### src/hw/rtl/grid_neighbour_expansion_macros.svh
// ----------------------------------------------------------------------------
// Grid neighbour expansion: assertion macros
// Clocked implication checks used by the top-level RTL file.
// ----------------------------------------------------------------------------
`ifndef GRID_NEIGHBOUR_EXPANSION_MACROS_SVH
`define GRID_NEIGHBOUR_EXPANSION_MACROS_SVH

// same-cycle implication
`define GNE_ASSERT_IMP(label, clk, rstn, ante, cons) \
	label: assert property (@(posedge clk) disable iff (!(rstn)) (ante) |-> (cons)) \
		else $error("gne: implication check failed");

// next-cycle implication
`define GNE_ASSERT_NXT(label, clk, rstn, ante, cons) \
	label: assert property (@(posedge clk) disable iff (!(rstn)) (ante) |=> (cons)) \
		else $error("gne: next-cycle check failed");

`endif

### src/hw/rtl/gne_pkg.sv
// ----------------------------------------------------------------------------
// gne_pkg
// Types, constants and helper functions for the grid neighbour expansion.
// ----------------------------------------------------------------------------
`timescale 1ns / 1ps
`default_nettype none

package gne_pkg;

	localparam int MAX_WIDTH  = 256;
	localparam int MAX_HEIGHT = 256;

	// fixed field widths
	localparam int NODE_W    = 16;
	localparam int COST_W    = 4;
	localparam int CFG_W     = 9;
	localparam int REG_IDX_W = 2;

	// internal dimension widths
	localparam int DIM_MAX = (MAX_WIDTH > MAX_HEIGHT) ? MAX_WIDTH : MAX_HEIGHT;
	localparam int DIM_W   = $clog2(DIM_MAX + 1);
	localparam int COL_W   = $clog2(MAX_WIDTH);
	localparam int ROW_W   = $clog2(MAX_HEIGHT);
	localparam int CMP_W   = (2 * DIM_W > NODE_W) ? 2 * DIM_W : NODE_W + 1;

	// free map storage
	localparam int CELL_COUNT = MAX_WIDTH * MAX_HEIGHT;
	localparam int MEM_DEPTH  = (CELL_COUNT < (1 << NODE_W)) ? CELL_COUNT : (1 << NODE_W);
	localparam int MEM_AW     = (MEM_DEPTH > 1) ? $clog2(MEM_DEPTH) : 1;

	// neighbour directions
	localparam int NUM_DIRS      = 8;
	localparam int STRAIGHT_DIRS = 4;
	localparam int DIR_W         = $clog2(NUM_DIRS);
	localparam int STEP_DX [NUM_DIRS] = '{1, -1, 0, 0, 1, 1, -1, -1};
	localparam int STEP_DY [NUM_DIRS] = '{0, 0, 1, -1, 1, -1, 1, -1};

	localparam logic [COST_W-1:0] COST_STRAIGHT = COST_W'(10);
	localparam logic [COST_W-1:0] COST_DIAG     = COST_W'(14);
	localparam logic [COST_W-1:0] STEP_COST [NUM_DIRS] = '{
		COST_STRAIGHT, COST_STRAIGHT, COST_STRAIGHT, COST_STRAIGHT,
		COST_DIAG, COST_DIAG, COST_DIAG, COST_DIAG
	};

	// centre cell plus every direction, then one slot to drain the read
	localparam int RD_SLOTS = NUM_DIRS + 1;
	localparam int RD_CNT_W = $clog2(RD_SLOTS + 1);
	localparam logic [RD_CNT_W-1:0] RD_LAST = RD_CNT_W'(RD_SLOTS);

	// operation codes
	localparam logic OP_LOAD   = 1'b0;
	localparam logic OP_EXPAND = 1'b1;

	// configuration register indexes
	localparam logic [REG_IDX_W-1:0] REG_GRID_WIDTH  = REG_IDX_W'(0);
	localparam logic [REG_IDX_W-1:0] REG_GRID_HEIGHT = REG_IDX_W'(1);
	localparam logic [REG_IDX_W-1:0] REG_DIAG_ENABLE = REG_IDX_W'(2);

	localparam logic [CFG_W-1:0] GRID_WIDTH_RST  = CFG_W'(256);
	localparam logic [CFG_W-1:0] GRID_HEIGHT_RST = CFG_W'(256);

	typedef enum logic [1:0] {
		ST_IDLE,
		ST_DIV,
		ST_READ,
		ST_EMIT
	} gne_state_t;

	typedef struct packed {
		logic              done;
		logic [NODE_W-1:0] quot;
		logic [COL_W-1:0]  rem;
	} div_res_t;

	// 0 reads as 1, anything above the limit saturates
	function automatic logic [DIM_W-1:0] clamp_dim(input logic [CFG_W-1:0] v, input int lim);
		logic [DIM_W-1:0] r;
		if (v == '0) begin
			r = DIM_W'(1);
		end else if (32'(v) > lim) begin
			r = DIM_W'(lim);
		end else begin
			r = DIM_W'(v);
		end
		return r;
	endfunction

	// linear index of the neighbour in direction dir
	function automatic logic [NODE_W-1:0] nb_addr(input logic [NODE_W-1:0] node,
			input logic [DIM_W-1:0] w, input logic [DIR_W-1:0] dir);
		logic [NODE_W-1:0] wn;
		logic [NODE_W-1:0] a;
		wn = NODE_W'(w);
		a  = node;
		if (STEP_DY[dir] == 1) begin
			a = a + wn;
		end else if (STEP_DY[dir] == -1) begin
			a = a - wn;
		end
		if (STEP_DX[dir] == 1) begin
			a = a + NODE_W'(1);
		end else if (STEP_DX[dir] == -1) begin
			a = a - NODE_W'(1);
		end
		return a;
	endfunction

endpackage

`default_nettype wire

### src/hw/rtl/gne_div.sv
// ----------------------------------------------------------------------------
// gne_div
// Restoring divider, one quotient bit per cycle: node -> row, column.
// ----------------------------------------------------------------------------
`timescale 1ns / 1ps
`default_nettype none

module gne_div
	import gne_pkg::*;
(
	input  wire logic              clk,
	input  wire logic              arst_n,
	input  wire logic              start,
	input  wire logic [NODE_W-1:0] dividend,
	input  wire logic [DIM_W-1:0]  divisor,
	output div_res_t               res
);

	localparam int CNT_W = $clog2(NODE_W + 1);

	logic              busy_q;
	logic              done_q;
	logic [CNT_W-1:0]  cnt_q;
	logic [NODE_W-1:0] quot_q;
	logic [DIM_W-1:0]  rem_q;
	logic [DIM_W-1:0]  dsr_q;
	logic [DIM_W:0]    trial;
	logic              qbit;
	logic [DIM_W-1:0]  rem_nxt;

	// quot_q shifts the dividend out at the top and the quotient in at the bottom
	always_comb begin
		trial   = {rem_q, quot_q[NODE_W-1]};
		qbit    = (trial >= {1'b0, dsr_q});
		rem_nxt = qbit ? DIM_W'(trial - {1'b0, dsr_q}) : DIM_W'(trial);
	end

	always_ff @(posedge clk or negedge arst_n) begin
		if (!arst_n) begin
			busy_q <= 1'b0;
			done_q <= 1'b0;
			cnt_q  <= '0;
		end else begin
			done_q <= 1'b0;
			if (start) begin
				busy_q <= 1'b1;
				cnt_q  <= '0;
			end else if (busy_q) begin
				cnt_q <= cnt_q + CNT_W'(1);
				if (cnt_q == CNT_W'(NODE_W - 1)) begin
					busy_q <= 1'b0;
					done_q <= 1'b1;
				end
			end
		end
	end

	always_ff @(posedge clk) begin
		if (start) begin
			quot_q <= dividend;
			rem_q  <= '0;
			dsr_q  <= divisor;
		end else if (busy_q) begin
			quot_q <= {quot_q[NODE_W-2:0], qbit};
			rem_q  <= rem_nxt;
		end
	end

	assign res.done = done_q;
	assign res.quot = quot_q;
	assign res.rem  = COL_W'(rem_q);

endmodule

`default_nettype wire

### config.mk
export PLATFORM = sky130hd
export DESIGN_NAME = gne_div
export DESIGN_NICKNAME = d
export VERILOG_FILES = /design/src/hw/rtl/grid_neighbour_expansion_macros.svh /design/src/hw/rtl/gne_pkg.sv /design/src/hw/rtl/gne_div.sv
export SDC_FILE = /design/constraint.sdc
export NUM_CORES = 1
export LEC_CHECK = 0
export ABC_AREA = 1
export BUFFER_PORTS_ARGS = -buffer_cell sky130_fd_sc_hd__buf_2
export CORE_ASPECT_RATIO = 0.5
export CORE_MARGIN = 1.5
export CORE_UTILIZATION = 30
export CTS_CLUSTER_DIAMETER = 200
export CTS_CLUSTER_SIZE = 40
export DETAILED_ROUTE_END_ITERATION = 10
export PLACE_DENSITY = 0.61
export SLEW_MARGIN = 30
export SYNTH_ARGS = -nofsm -noshare
export SYNTH_HDL_FRONTEND = slang
export SYNTH_SLANG_ARGS = --single-unit
### constraint.sdc
create_clock -name clk -period 4.26 [get_ports clk]
set_input_delay 0.213 -clock clk [delete_from_list [all_inputs] [get_ports clk]]
set_output_delay 0.213 -clock clk [all_outputs]
set_load 0.05 [all_outputs]
==> results of run 1 <==
-- power by group through the flow --
stage / sequential (mW) / combinational [mW] / clock, mW
floorplan: 0.592 / 0.506 / 0
global placement: 0.540 / 0.643 / 0
detailed placement: 0.541 / 0.648 / 0
CTS: 0.534 / 0.651 / 0.395
global route: 0.541 / 0.731 / 0.416
finish: 0.532 / 0.648 / 0.384
-- sequential cells by signal (all words and copies together) (netlist names) --
| signal | cells |
|---|---|
| dsr_q | 9 |
| busy_q | 1 |
| rem_q | 9 |
| done_q | 1 |
| quot_q | 16 |
| cnt_q | 5 |
-- cell usage after synthesis (all sizes together) --
cell type  number  area [um^2]
clkinv          1         3.75
nor3            4         20.0
nor2           12         52.6
dfrtp           7          175
clkbuf          3         21.3
edfxtp         25          751
nand4           2         12.5
a22o            1         8.76
ha             11          138
dfxtp           9          180
o22ai           1         6.26
nand2          95          369
o21ai           8         40.0
a21oi           6         33.8
buf            12         95.1
fa              1         20.0
xnor2           3         26.3
nand3          25          150
a31oi           1         6.26
nand3b          3         22.5
inv            38          143
-- layer usage --
metal	track usage, %	vias up	wire, um
met2	20.8	44	2170
met4	4.31	0	68
met5	0	-	0
met1	16.5	805	2220
met3	4.21	6	235
li1	-	946	-
-- cell usage in the layout, fill, tap and decap left out, drive strengths merged --
master,n
a22o,1
o21ai,8
ha,11
clkinv,2
dlygate4sd3,1
dfrtp,7
inv,39
o22ai,1
xnor2,3
nand4,2
a21oi,6
a31oi,1
nand3b,3
nand3,25
edfxtp,25
fa,1
buf,52
nor2,12
clkbuf,5
nor3,4
nand2,95
clkinvlp,1
dfxtp,9
-- final cells by class --
class / instances / area (um^2)
well taps: 96 / 120
repair buffers: 53 / 270
clock inverters: 3 / 25.0
flip-flops and latches: 41 / 1110
clock buffers: 5 / 125
inverters: 39 / 146
multi-input cells: 173 / 906
fillers: 771 / 4620
-- cells by family (layout without fill, tap and decap cells) --
| group | count (synthesis) | after routing | share of synthesized area, % |
|---|---|---|---|
| adder cells (fa/ha/maj) | 12 | 12 | 6.93 |
| AO/OA/AOI/OAI | 17 | 17 | 4.18 |
| AND/OR/NAND/NOR | 141 | 141 | 27.6 |
| XOR/XNOR | 3 | 3 | 1.16 |
| buffers and inverters | 54 | 100 | 11.6 |
| flip-flops | 41 | 41 | 48.6 |
-- metrics by stage --
stage | instances | hold WS, ns | cell area, um^2
after floorplan | 268 | -0.0826 | 2270
after global placement | 401 | 0.0568 | 2540
after detailed placement | 401 | 0.0609 | 2540
after CTS | 410 | 0.0948 | 2700
after global routing | 410 | 0.0883 | 2700
final | 410 | 0.0959 | 2700
-- worst min-delay path by stage --
stage,start,end,slack [ns],cells after the start
final,divisor[2],dsr_q[2],0.1,1
after global routing,divisor[2],dsr_q[2],0.09,1
after CTS,divisor[2],dsr_q[2],0.09,1
after detailed placement,arst_n,cnt_q[3],0.06,1
after global placement,arst_n,cnt_q[2],0.06,1
after floorplan,arst_n,busy_q,-0.08,0
-- what timing repair did --
action | 4_1_cts | 5_1_grt
hold endpoints to repair | 7 | 0
buffers inserted | 0 | 0
gates resized for setup | 0 | 0
hold buffers | 1 | 0
==> metrics.log, run 1 <==
INFO  metric floorplan.core_area = around 0.0073 mm^2
INFO  metric path_clk_slew = 0.06 ns
INFO  metric crit_path_end = rem_q[3]
INFO  metric core.rowCount = 22
INFO  metric syn_avg_cell_area = 8.49 um^2
INFO  metric post_synth_instance_area = about 0.0023 mm^2
INFO  metric worst-r2r-setup-slack = approximately 2.1 ns
INFO  metric number_of_maximum_capacitance_violations = 0
INFO  metric measured_slew_at_the_worst_slew_check_pin = 0.810 ns
INFO  metric final_hold_viol_count = 0
INFO  metric switching_power = about 0.65 mW
INFO  metric drive_gt1_share = 23.6%
INFO  metric buffer_ports.inserted = 52
INFO  metric p_comb_share = 41.4%
INFO  metric power_density = ~580 mW/mm^2
INFO  metric p_total = 1.56 mW
INFO  metric postLayoutCoreUtil = 36.9%
INFO  metric drc_errors = 0
INFO  metric critPathMaxStageDelay = 0.42 ns
INFO  metric p_seq_share = 34.0%
INFO  metric floorplan.die.height = 64.6 um
INFO  metric min_path_type = input port to register
INFO  metric worst_path_max_delay_cell = sky130_fd_sc_hd__fa_1
INFO  metric final_antenna_net_count = 0
INFO  metric status = finished, final reports clean
INFO  metric crit_path_start_kind = register
INFO  metric synth_cell_types = 29
INFO  metric path_delay_family = simple AND/OR/NAND/NOR gates
INFO  metric rsz0062_at_grt = no
INFO  metric vias = 1801
INFO  metric tritonroute_pass_1_iters = 6
INFO  metric finClkSkew = 0.00556 ns
INFO  metric worst_slew_margin_rel = 45.8%
INFO  metric worst_ep_required_time = 4.46 ns
INFO  metric root_buffer_cell = sky130_fd_sc_hd__clkbuf_16
INFO  metric path_cells = inv_1 -> ha_1 -> inv_1 -> fa_1 -> nand2_1 -> nand3_2 -> nand2_2 -> nand2_2 -> nand2_1 -> nand3_1 -> o21ai_0
INFO  metric drt-vias-per-instance = 4.39
INFO  metric nets = 353
INFO  metric number_of_buffers_inserted_during_clock_tree_synthesis = 5
INFO  metric route.final.wire_length = around 4700 um
INFO  metric clock_latency_at_the_later_pin_of_the_worst_skew_pair = 0.29 ns
INFO  metric grt_overflow_total = 0
INFO  metric reg2reg_to = rem_q[3]
INFO  metric routedWlPerCell = ~11 um
INFO  metric totalNegativeSetupSlack = 0 ns
INFO  metric critPathLaunch = quot_q[15]
INFO  metric fmax = 464 MHz
INFO  metric fin_crit = 2.16 ns
INFO  metric global_route_wire_length_before_repair = about 8000 um
INFO  metric slew_violations = 0
INFO  metric globalplace.congestion = 0.758
INFO  metric intPower = 0.911 mW
INFO  metric origin_of_the_critical_flop_to_flop_path = quot_q[15]
INFO  metric cts.sink_count = 41
INFO  metric io_pins = 53
INFO  metric postSynthRegisterBits = 41
INFO  metric final_critical_path_setup_slack = roughly 2.1 ns
INFO  metric globalRouteTotalUtil = 12.9%
INFO  metric critPathKind = register to register
INFO  metric finalSetupViolCount = 0
INFO  metric number_of_drc_violations_after_detailed_routing_iteration_0 = 70
INFO  metric dp.final_hpwl = ~3400 um
INFO  metric p_leak = 1.37 nW
INFO  metric irDropWorstVdd = 0.187 mV
INFO  metric dpl_worst_slack = ~2.1 ns
INFO  metric grt_antenna_before_repair = 0
INFO  metric worst_setup_path_end_kind = register
INFO  metric reg2regPathDepth = 11
INFO  metric floorplan.die.width = between 100 and 150 um
INFO  metric worst_ep_arrival_time = ~2.4 ns
INFO  metric syn_nets = 308
INFO  metric cts.path.max_buffers = 2
INFO  metric seq_area_frac_synth = 48.6%
INFO  metric grt_max_degree = 30
INFO  metric start_util = 31.1%
INFO  metric yosys_warnings = 0
INFO  metric grt_pass1_vias = 1671
INFO  metric clkPwrFrac = 24.5%
INFO  metric timing.critical_path.fanout_max = 12
INFO  metric htree_num_levels = 2
INFO  metric cts_tree = done
INFO  metric netlist_instances = between 200 and 300
INFO  metric worst-path-buf-inv = 2
INFO  metric die_area = 0.00815 mm^2
INFO  metric antenna-diode-count = 0
INFO  metric p_sw_share = 41.8%
INFO  metric area.growth.synth_to_final = 18.6%
INFO  metric period_share = about 51%
INFO  metric cp.depth = 11
Note: power is estimated with default switching activity, not from simulation.
==> run 2: changes to the inputs <==
--- a/config.mk
+++ b/config.mk
@@ -5,7 +5,7 @@
 export SDC_FILE = /design/constraint.sdc
 export NUM_CORES = 1
 export LEC_CHECK = 0
-export ABC_AREA = 1
+export ABC_AREA = 0
 export BUFFER_PORTS_ARGS = -buffer_cell sky130_fd_sc_hd__buf_2
 export CORE_ASPECT_RATIO = 0.5
 export CORE_MARGIN = 1.5
@@ -13,7 +13,7 @@
 export CTS_CLUSTER_DIAMETER = 200
 export CTS_CLUSTER_SIZE = 40
 export DETAILED_ROUTE_END_ITERATION = 10
-export PLACE_DENSITY = 0.61
+export PLACE_DENSITY = 0.63
 export SLEW_MARGIN = 30
 export SYNTH_ARGS = -nofsm -noshare
 export SYNTH_HDL_FRONTEND = slang
==> constraint.sdc (replaced) <==
create_clock -name clk -period 1.8 [get_ports clk]
set_input_delay 0.09 -clock clk [delete_from_list [all_inputs] [get_ports clk]]
set_output_delay 0.09 -clock clk [all_outputs]
set_load 0.05 [all_outputs]
==> run 2 against run 1 <==
The run now ends with negative setup slack left. First-iteration DRC count is 2.9% lower. Wire length increased by 3.6%. Clock skew shrank 0.0022 ns. Sequential power is 130% higher. Highest routed layer unchanged.
==> metrics.log, run 2 <==
INFO  metric route.final.wire_length = 4860 um
INFO  metric number_of_drc_violations_after_detailed_routing_iteration_0 = 68
INFO  metric buffer_ports.inserted = 52
INFO  metric worst_slew_margin_rel = 63.0%
INFO  metric postLayoutCellArea = 0.00303 mm^2
INFO  metric antenna-diode-count = 0
INFO  metric measured_slew_at_the_worst_slew_check_pin = 0.555 ns
INFO  metric drive_gt1_share = 46.4%
INFO  metric power_density = 1370 mW/mm^2
INFO  metric period_share = 119%
INFO  metric fmax = 466 MHz
INFO  metric finalSetupViolCount = 10
INFO  metric tritonroute_pass_1_iters = 4
INFO  metric violated_checks = negative setup slack
INFO  metric min_delay_path_depth = 2
INFO  metric layout_common_cells = sky130_fd_sc_hd__buf_2 (52), sky130_fd_sc_hd__buf_4 (37), sky130_fd_sc_hd__edfxtp_1 (25), sky130_fd_sc_hd__nor2_1 (16), sky130_fd_sc_hd__mux2_2 (15)
INFO  metric nets = ~320
INFO  metric seq_area_frac_synth = 50.6%
INFO  metric grt_pass1_vias = 1575
INFO  metric netlist_instances = 183
INFO  metric rsz0062_at_grt = yes
INFO  metric yosys-top-cells-count = sky130_fd_sc_hd__edfxtp_1 (25), sky130_fd_sc_hd__mux2_2 (16), sky130_fd_sc_hd__nor2_1 (16), sky130_fd_sc_hd__inv_1 (14), sky130_fd_sc_hd__ha_1 (11)
INFO  metric synth_cell_types = 47
INFO  metric syn_nets = 223
INFO  metric start_util = a little under a third
INFO  metric worst_setup_path_end_kind = register
INFO  metric vias = about 1700
INFO  metric floorplan.die.height = 63.3 um
INFO  metric worst_ep_required_time = roughly 2 ns
INFO  metric globalRouteTotalUtil = approximately an eighth
INFO  metric finClkSkew = 0.00340 ns
INFO  metric grt_max_degree = 26
INFO  metric p_comb_share = around half
INFO  metric grt_antenna_before_repair = 0
INFO  metric path_clk_slew = 0.06 ns
INFO  metric detailed_place.area = 0.00272 mm^2
INFO  metric dp.final_hpwl = 3650 um
INFO  metric clkPwrFrac = 20.1%
INFO  metric status = complete, but fails checks
INFO  metric drc_errors = 0
INFO  metric post_synth_instance_area = 0.00218 mm^2
INFO  metric final_antenna_net_count = 0
INFO  metric number_of_buffers_inserted_during_clock_tree_synthesis = 5
INFO  metric critPathMaxStageDelay = 0.38 ns
INFO  metric worst_path_max_delay_cell = sky130_fd_sc_hd__edfxtp_1
INFO  metric cts.sink_count = ~40
INFO  metric dpl_worst_slack = -0.311 ns
INFO  metric highest-signal-layer = met4
INFO  metric min_path_type = input port to register
INFO  metric drt-vias-per-instance = about 4.5
INFO  metric slew_violations = 0
INFO  metric area.growth.synth_to_final = 38.8%
INFO  metric global_route_wire_length_before_repair = ~7700 um
INFO  metric switching_power = 1.57 mW
INFO  metric final_critical_path_setup_slack = -0.345 ns
INFO  metric globalplace.congestion = 0.780
INFO  metric mostFrequentLayoutCell = sky130_fd_sc_hd__buf_2
INFO  metric final_hold_viol_count = 0
INFO  metric io_pins = between 50 and 60
INFO  metric grt_overflow_total = 0
INFO  metric worst_ep_arrival_time = 2.31 ns
INFO  metric largest_reg_flops = 16
INFO  metric synth_flop_cell = sky130_fd_sc_hd__edfxtp_1
INFO  metric cts_tree = done
INFO  metric critPathKind = register to register
INFO  metric top_register = quot_q
INFO  metric syn_avg_cell_area = between 10 and 15 um^2
INFO  metric htree_num_levels = 2
INFO  metric p_leak = around 1.4 nW
INFO  metric die_area = slightly below 0.008 mm^2
INFO  metric number_of_maximum_capacitance_violations = 0
INFO  metric m1WireLength = 2340 um
INFO  metric postSynthRegisterBits = 41
INFO  metric met3_routed_wl = 235 um
INFO  metric synth_largest_area_cell = sky130_fd_sc_hd__edfxtp_1
INFO  metric reg2regPathDepth = 10
INFO  metric biggestRegsByFlops = quot_q: 16 flops, dsr_q: 9 flops, rem_q: 9 flops
INFO  metric core.rowCount = 21
INFO  metric cts.path.max_buffers = 2
INFO  metric fin_crit = about 2.1 ns
INFO  metric p_seq_share = 29.8%
INFO  metric p_sw_share = a little under two fifths
INFO  metric crit_path_start_kind = register
INFO  metric timing.critical_path.fanout_max = 8
INFO  metric floorplan.core_area = 0.00686 mm^2
INFO  metric path_cells = inv_1 -> ha_2 -> inv_2 -> fa_2 -> a211oi_4 -> o21ai_2 -> a31oi_4 -> buf_12 -> mux2i_1 -> a211oi_1
INFO  metric root_buffer_cell = sky130_fd_sc_hd__clkbuf_16
INFO  metric netlist.area_leader.share = 34.4%
INFO  metric irDropWorstVdd = ~0.46 mV
INFO  metric met2RoutedLength = 2250 um
INFO  metric synth_most_common_cell = sky130_fd_sc_hd__edfxtp_1
INFO  metric floorplan.die.width = 124 um
INFO  metric edff_count_synth = 25
INFO  metric postSynth.asyncResetShare = 17.1%
INFO  metric yosys_warnings = 0
INFO  metric routedWlPerCell = ~13 um
INFO  metric intPower = about 2.6 mW
INFO  metric synth.top_cells.by_area = sky130_fd_sc_hd__edfxtp_1 (34%), sky130_fd_sc_hd__dfxtp_1 (8.2%), sky130_fd_sc_hd__mux2_2 (8.2%), sky130_fd_sc_hd__dfrtp_1 (8.0%), sky130_fd_sc_hd__ha_1 (6.3%)
INFO  metric clock_latency_at_the_later_pin_of_the_worst_skew_pair = 0.27 ns
run 2: path summary, 6_finish.rpt:
check                       startpoint  slack [ns]   endpoint
max reg2reg                 quot_q[15]       -0.35   rem_q[1]
max                         quot_q[15]       -0.35   rem_q[1]
max in group asynchronous       arst_n        1.47   cnt_q[1]
min in group asynchronous       arst_n        0.18   cnt_q[4]
min reg2reg                   rem_q[8]        0.46   rem_q[8]
min                        dividend[2]        0.11  quot_q[2]
run 2: layout make-up:
type                    instances  area [um^2]
inverters                      14         52.6
multi-input cells             113          965
clock buffers                   7          133
well taps                      92          115
fillers                       618         3820
clock inverters                 1         3.75
repair buffers                100          658
flip-flops and latches         41         1110
run 2: kinds of logic (layout without fill, tap and decap cells):
group,count (synthesis),in the layout,share of synthesized area (%)
buffers and inverters,29,122,6.93
AND/OR/NAND/NOR,38,38,8.42
XOR/XNOR,7,7,2.81
AO/OA/AOI/OAI,35,35,13.5
adder cells (fa/ha/maj),12,12,7.22
flip-flops,41,41,50.6
multiplexers,21,21,10.5
run 2: repair_timing:
action | in CTS | in global routing
hold endpoints to repair | 16 | 0
hold buffers | 10 | 0
pin swaps | 4 | 1
resized for setup | 6 | 4
setup endpoints to repair | 10 | 10
setup buffers | 3 | 2
run 2: layer usage:
layer	global-route usage (%)	up-vias
met2	20.0	35
met3	3.99	2
met1	17.8	782
met5	0	-
li1	-	838
met4	3.02	0
run 2: power groups by stage:
| stage | Combinational (mW) | Clock [mW] | Sequential [mW] |
|---|---|---|---|
| final | 2.08 | 0.837 | 1.24 |
| after global routing | 2.23 | 0.906 | 1.26 |
| after CTS | 2.04 | 0.859 | 1.24 |
| after detailed placement | 1.93 | 0 | 1.26 |
| after global placement | 1.92 | 0 | 1.26 |
| after floorplan | 1.17 | 0 | 1.45 |
run 2: critical path: cells and delay by family (launching register included):
kind            cells  cell delay (ns)
flops               1             0.38
fa+ha+maj           2             0.54
compound gates      4             0.63
mux                 1             0.20
buf+inv             3             0.29
run 2: metrics by stage:
step / power (mW) / cells / hold WS [ns] / utilization (%) / TNS (ns)
final: 4.16 / 368 / 0.114 / 44.2 / -3.08
after global routing: 4.39 / 368 / 0.102 / 44.2 / -4.49
after CTS: 4.14 / 366 / 0.109 / 43.7 / -2.77
after detailed placement: 3.20 / 345 / -0.0693 / 39.7 / -2.60
after global placement: 3.18 / 345 / -0.0761 / 39.7 / -2.10
after floorplan: 2.62 / 183 / -0.206 / - / -4.74
==> run 3: changes to the inputs <==
--- a/config.mk
+++ b/config.mk
@@ -14,6 +14,7 @@
 export CTS_CLUSTER_SIZE = 40
 export DETAILED_ROUTE_END_ITERATION = 10
 export PLACE_DENSITY = 0.63
+export RECOVER_POWER = 25
 export SLEW_MARGIN = 30
 export SYNTH_ARGS = -nofsm -noshare
 export SYNTH_HDL_FRONTEND = slang
==> run 3 against run 2 <==
The flow still finishes with violations (negative setup slack). Final cell count is the same. Cell area down 0.25%. Via count is 0.12% higher. Die area unchanged. Core utilization shrank 0.11 points. Sequential cell count stayed put. Worst hold slack is essentially flat. Sequential share of layout area is 0.091 points higher.
==> metrics.log, run 3 (synthesized netlist as in run 2, its figures left out) <==
INFO  metric number_of_drc_violations_after_detailed_routing_iteration_0 = between 60 and 70
INFO  metric layout_common_cells = sky130_fd_sc_hd__buf_2 (49), sky130_fd_sc_hd__buf_4 (36), sky130_fd_sc_hd__edfxtp_1 (25), sky130_fd_sc_hd__nor2_1 (16), sky130_fd_sc_hd__mux2_2 (15)
INFO  metric number_of_buffers_inserted_during_clock_tree_synthesis = 5
INFO  metric worst_setup_path_end_kind = register
INFO  metric slew_violations = 0
INFO  metric start_util = 31.9%
INFO  metric worst-r2r-setup-slack = -0.35 ns
INFO  metric grt_pass1_vias = 1575
INFO  metric final_hold_viol_count = 0
INFO  metric period_share = 119%
INFO  metric route.final.wire_length = around 4900 um
INFO  metric fin_worst_hold_slack = 0.115 ns
INFO  metric path_clk_slew = 0.06 ns
INFO  metric min_path_type = input port to register
INFO  metric global_route_wire_length_before_repair = 7700 um
INFO  metric dpl_worst_slack = -0.311 ns
INFO  metric antenna-diode-count = 0
INFO  metric irDropWorstVdd = 0.464 mV
INFO  metric p_total = 4.16 mW
INFO  metric rsz0062_at_grt = yes
INFO  metric mostFrequentLayoutCell = sky130_fd_sc_hd__buf_2
INFO  metric reg2reg_to = rem_q[1]
INFO  metric floorplan.die.height = about 63 um
INFO  metric worst_ep_required_time = 1.96 ns
INFO  metric critPathLaunch = quot_q[15]
INFO  metric dpl.cell_count = between 300 and 400
INFO  metric p_leak = 1.38 nW
INFO  metric area.growth.synth_to_final = 38.5%
INFO  metric crit_path_start_kind = register
INFO  metric crit_path_end = rem_q[1]
INFO  metric io_pins = 53
INFO  metric grt_overflow_total = 0
INFO  metric finalSetupViolCount = 10
INFO  metric final_cell_count_no_fill = 368
INFO  metric worst_ep_arrival_time = 2.31 ns
INFO  metric postLayoutCellArea = 0.00303 mm^2
INFO  metric cts.path.max_buffers = 2
INFO  metric violated_checks = negative setup slack
INFO  metric htree_num_levels = 2
INFO  metric worst_slew_margin_rel = a little under an eighth
INFO  metric origin_of_the_critical_flop_to_flop_path = quot_q[15]
INFO  metric detailed_place.area = 0.00272 mm^2
INFO  metric totalNegativeSetupSlack = -3.12 ns
INFO  metric grt_antenna_before_repair = 0
INFO  metric power_density = 1380 mW/mm^2
INFO  metric status = complete, but fails checks
INFO  metric top_register = quot_q
INFO  metric globalplace.congestion = around 0.8
INFO  metric biggestRegsByFlops = quot_q: 16 flops, dsr_q: 9 flops, rem_q: 9 flops
INFO  metric drt-vias-per-instance = between 4 and 5
INFO  metric die_area = slightly below 0.008 mm^2
INFO  metric clock_latency_at_the_later_pin_of_the_worst_skew_pair = about 0.27 ns
INFO  metric vias = 1659
INFO  metric fmax = 466 MHz
INFO  metric fin_crit = 2.15 ns
INFO  metric critPathKind = register to register
INFO  metric final_critical_path_setup_slack = -0.345 ns
INFO  metric number_of_maximum_capacitance_violations = 0
INFO  metric dp.final_hpwl = around 3700 um
INFO  metric floorplan.die.width = 124 um
INFO  metric root_buffer_cell = sky130_fd_sc_hd__clkbuf_16
INFO  metric final_antenna_net_count = 0
INFO  metric core.rowCount = 21
INFO  metric floorplan.core_area = 0.00686 mm^2
INFO  metric globalRouteTotalUtil = 12.9%
INFO  metric routedWlPerCell = 13.2 um
INFO  metric nets = 315
INFO  metric min_delay_path_depth = 2
INFO  metric cts_tree = done
INFO  metric drive_gt1_share = 44.9%
INFO  metric postLayoutCoreUtil = 44.1%
INFO  metric drc_errors = 0
INFO  metric largest_reg_flops = 16
INFO  metric finClkSkew = 0.00345 ns
INFO  metric grt_max_degree = 26
INFO  metric timing.critical_path.fanout_max = 8
INFO  metric measured_slew_at_the_worst_slew_check_pin = 1.32 ns
INFO  metric cts.sink_count = 41
INFO  metric reg2regPathDepth = 10
INFO  metric tritonroute_pass_1_iters = 4
INFO  metric buffer_ports.inserted = 52
-- run 3: cell count changes in the layout (fill, tap and decap cells not counted) --
| cell | previous run | this run |
|---|---|---|
| sky130_fd_sc_hd__clkbuf_1 | 2 | 6 |
| sky130_fd_sc_hd__buf_2 | 52 | 49 |
| sky130_fd_sc_hd__buf_4 | 37 | 36 |
-- run 3: worst min path at each step --
stage	from	end	slack (ns)
6_report	dividend[2]	quot_q[2]	0.11
5_1_grt	dividend[14]	quot_q[14]	0.10
4_1_cts	dividend[2]	quot_q[2]	0.11
3_5_place_dp	arst_n	cnt_q[3]	-0.07
3_3_place_gp	arst_n	cnt_q[2]	-0.08
2_1_floorplan	arst_n	busy_q	-0.21
-- run 3: critical path, cell delays in order, from the launching register on --
cell and delay [ns]:
sky130_fd_sc_hd__edfxtp_1 0.38, sky130_fd_sc_hd__inv_1 0.09, sky130_fd_sc_hd__ha_2 0.18, sky130_fd_sc_hd__inv_2 0.04, sky130_fd_sc_hd__fa_2 0.36, sky130_fd_sc_hd__a211oi_4 0.24, sky130_fd_sc_hd__o21ai_2 0.11, sky130_fd_sc_hd__a31oi_4 0.19
sky130_fd_sc_hd__buf_12 0.16, sky130_fd_sc_hd__mux2i_1 0.20, sky130_fd_sc_hd__a211oi_1 0.09
-- run 3: routing by layer --
metal,part of all wire [%],up-vias,wire length (um),GRT usage [%]
met2,47,34,2260,20.0
li1,-,838,-,-
met5,0,-,0,0
met3,4.8,2,234,3.99
met4,0.68,0,33,3.02
met1,48,785,2330,17.8
-- run 3: cell type report --
type	instances	area, um^2
multi-input combinational	113	965
clock inverter	1	3.75
fill	623	3830
sequential	41	1110
tap	92	115
timing repair buffer	100	651
clock buffer	7	133
inverter	14	52.6
-- run 3: power breakdown --
part,switching (mW),total (mW),internal (mW)
Sequential,0.0821,1.24,1.16
Clock,0.328,0.837,0.510
Combinational,1.16,2.08,0.919
Total,1.57,4.16,2.59
-- run 3: what timing repair did --
action	4_1_cts	5_1_grt
buffers inserted	3	2
resized for setup	6	4
pin swaps	4	1
hold endpoints to repair	16	0
setup endpoints to repair	10	10
hold buffers	10	0
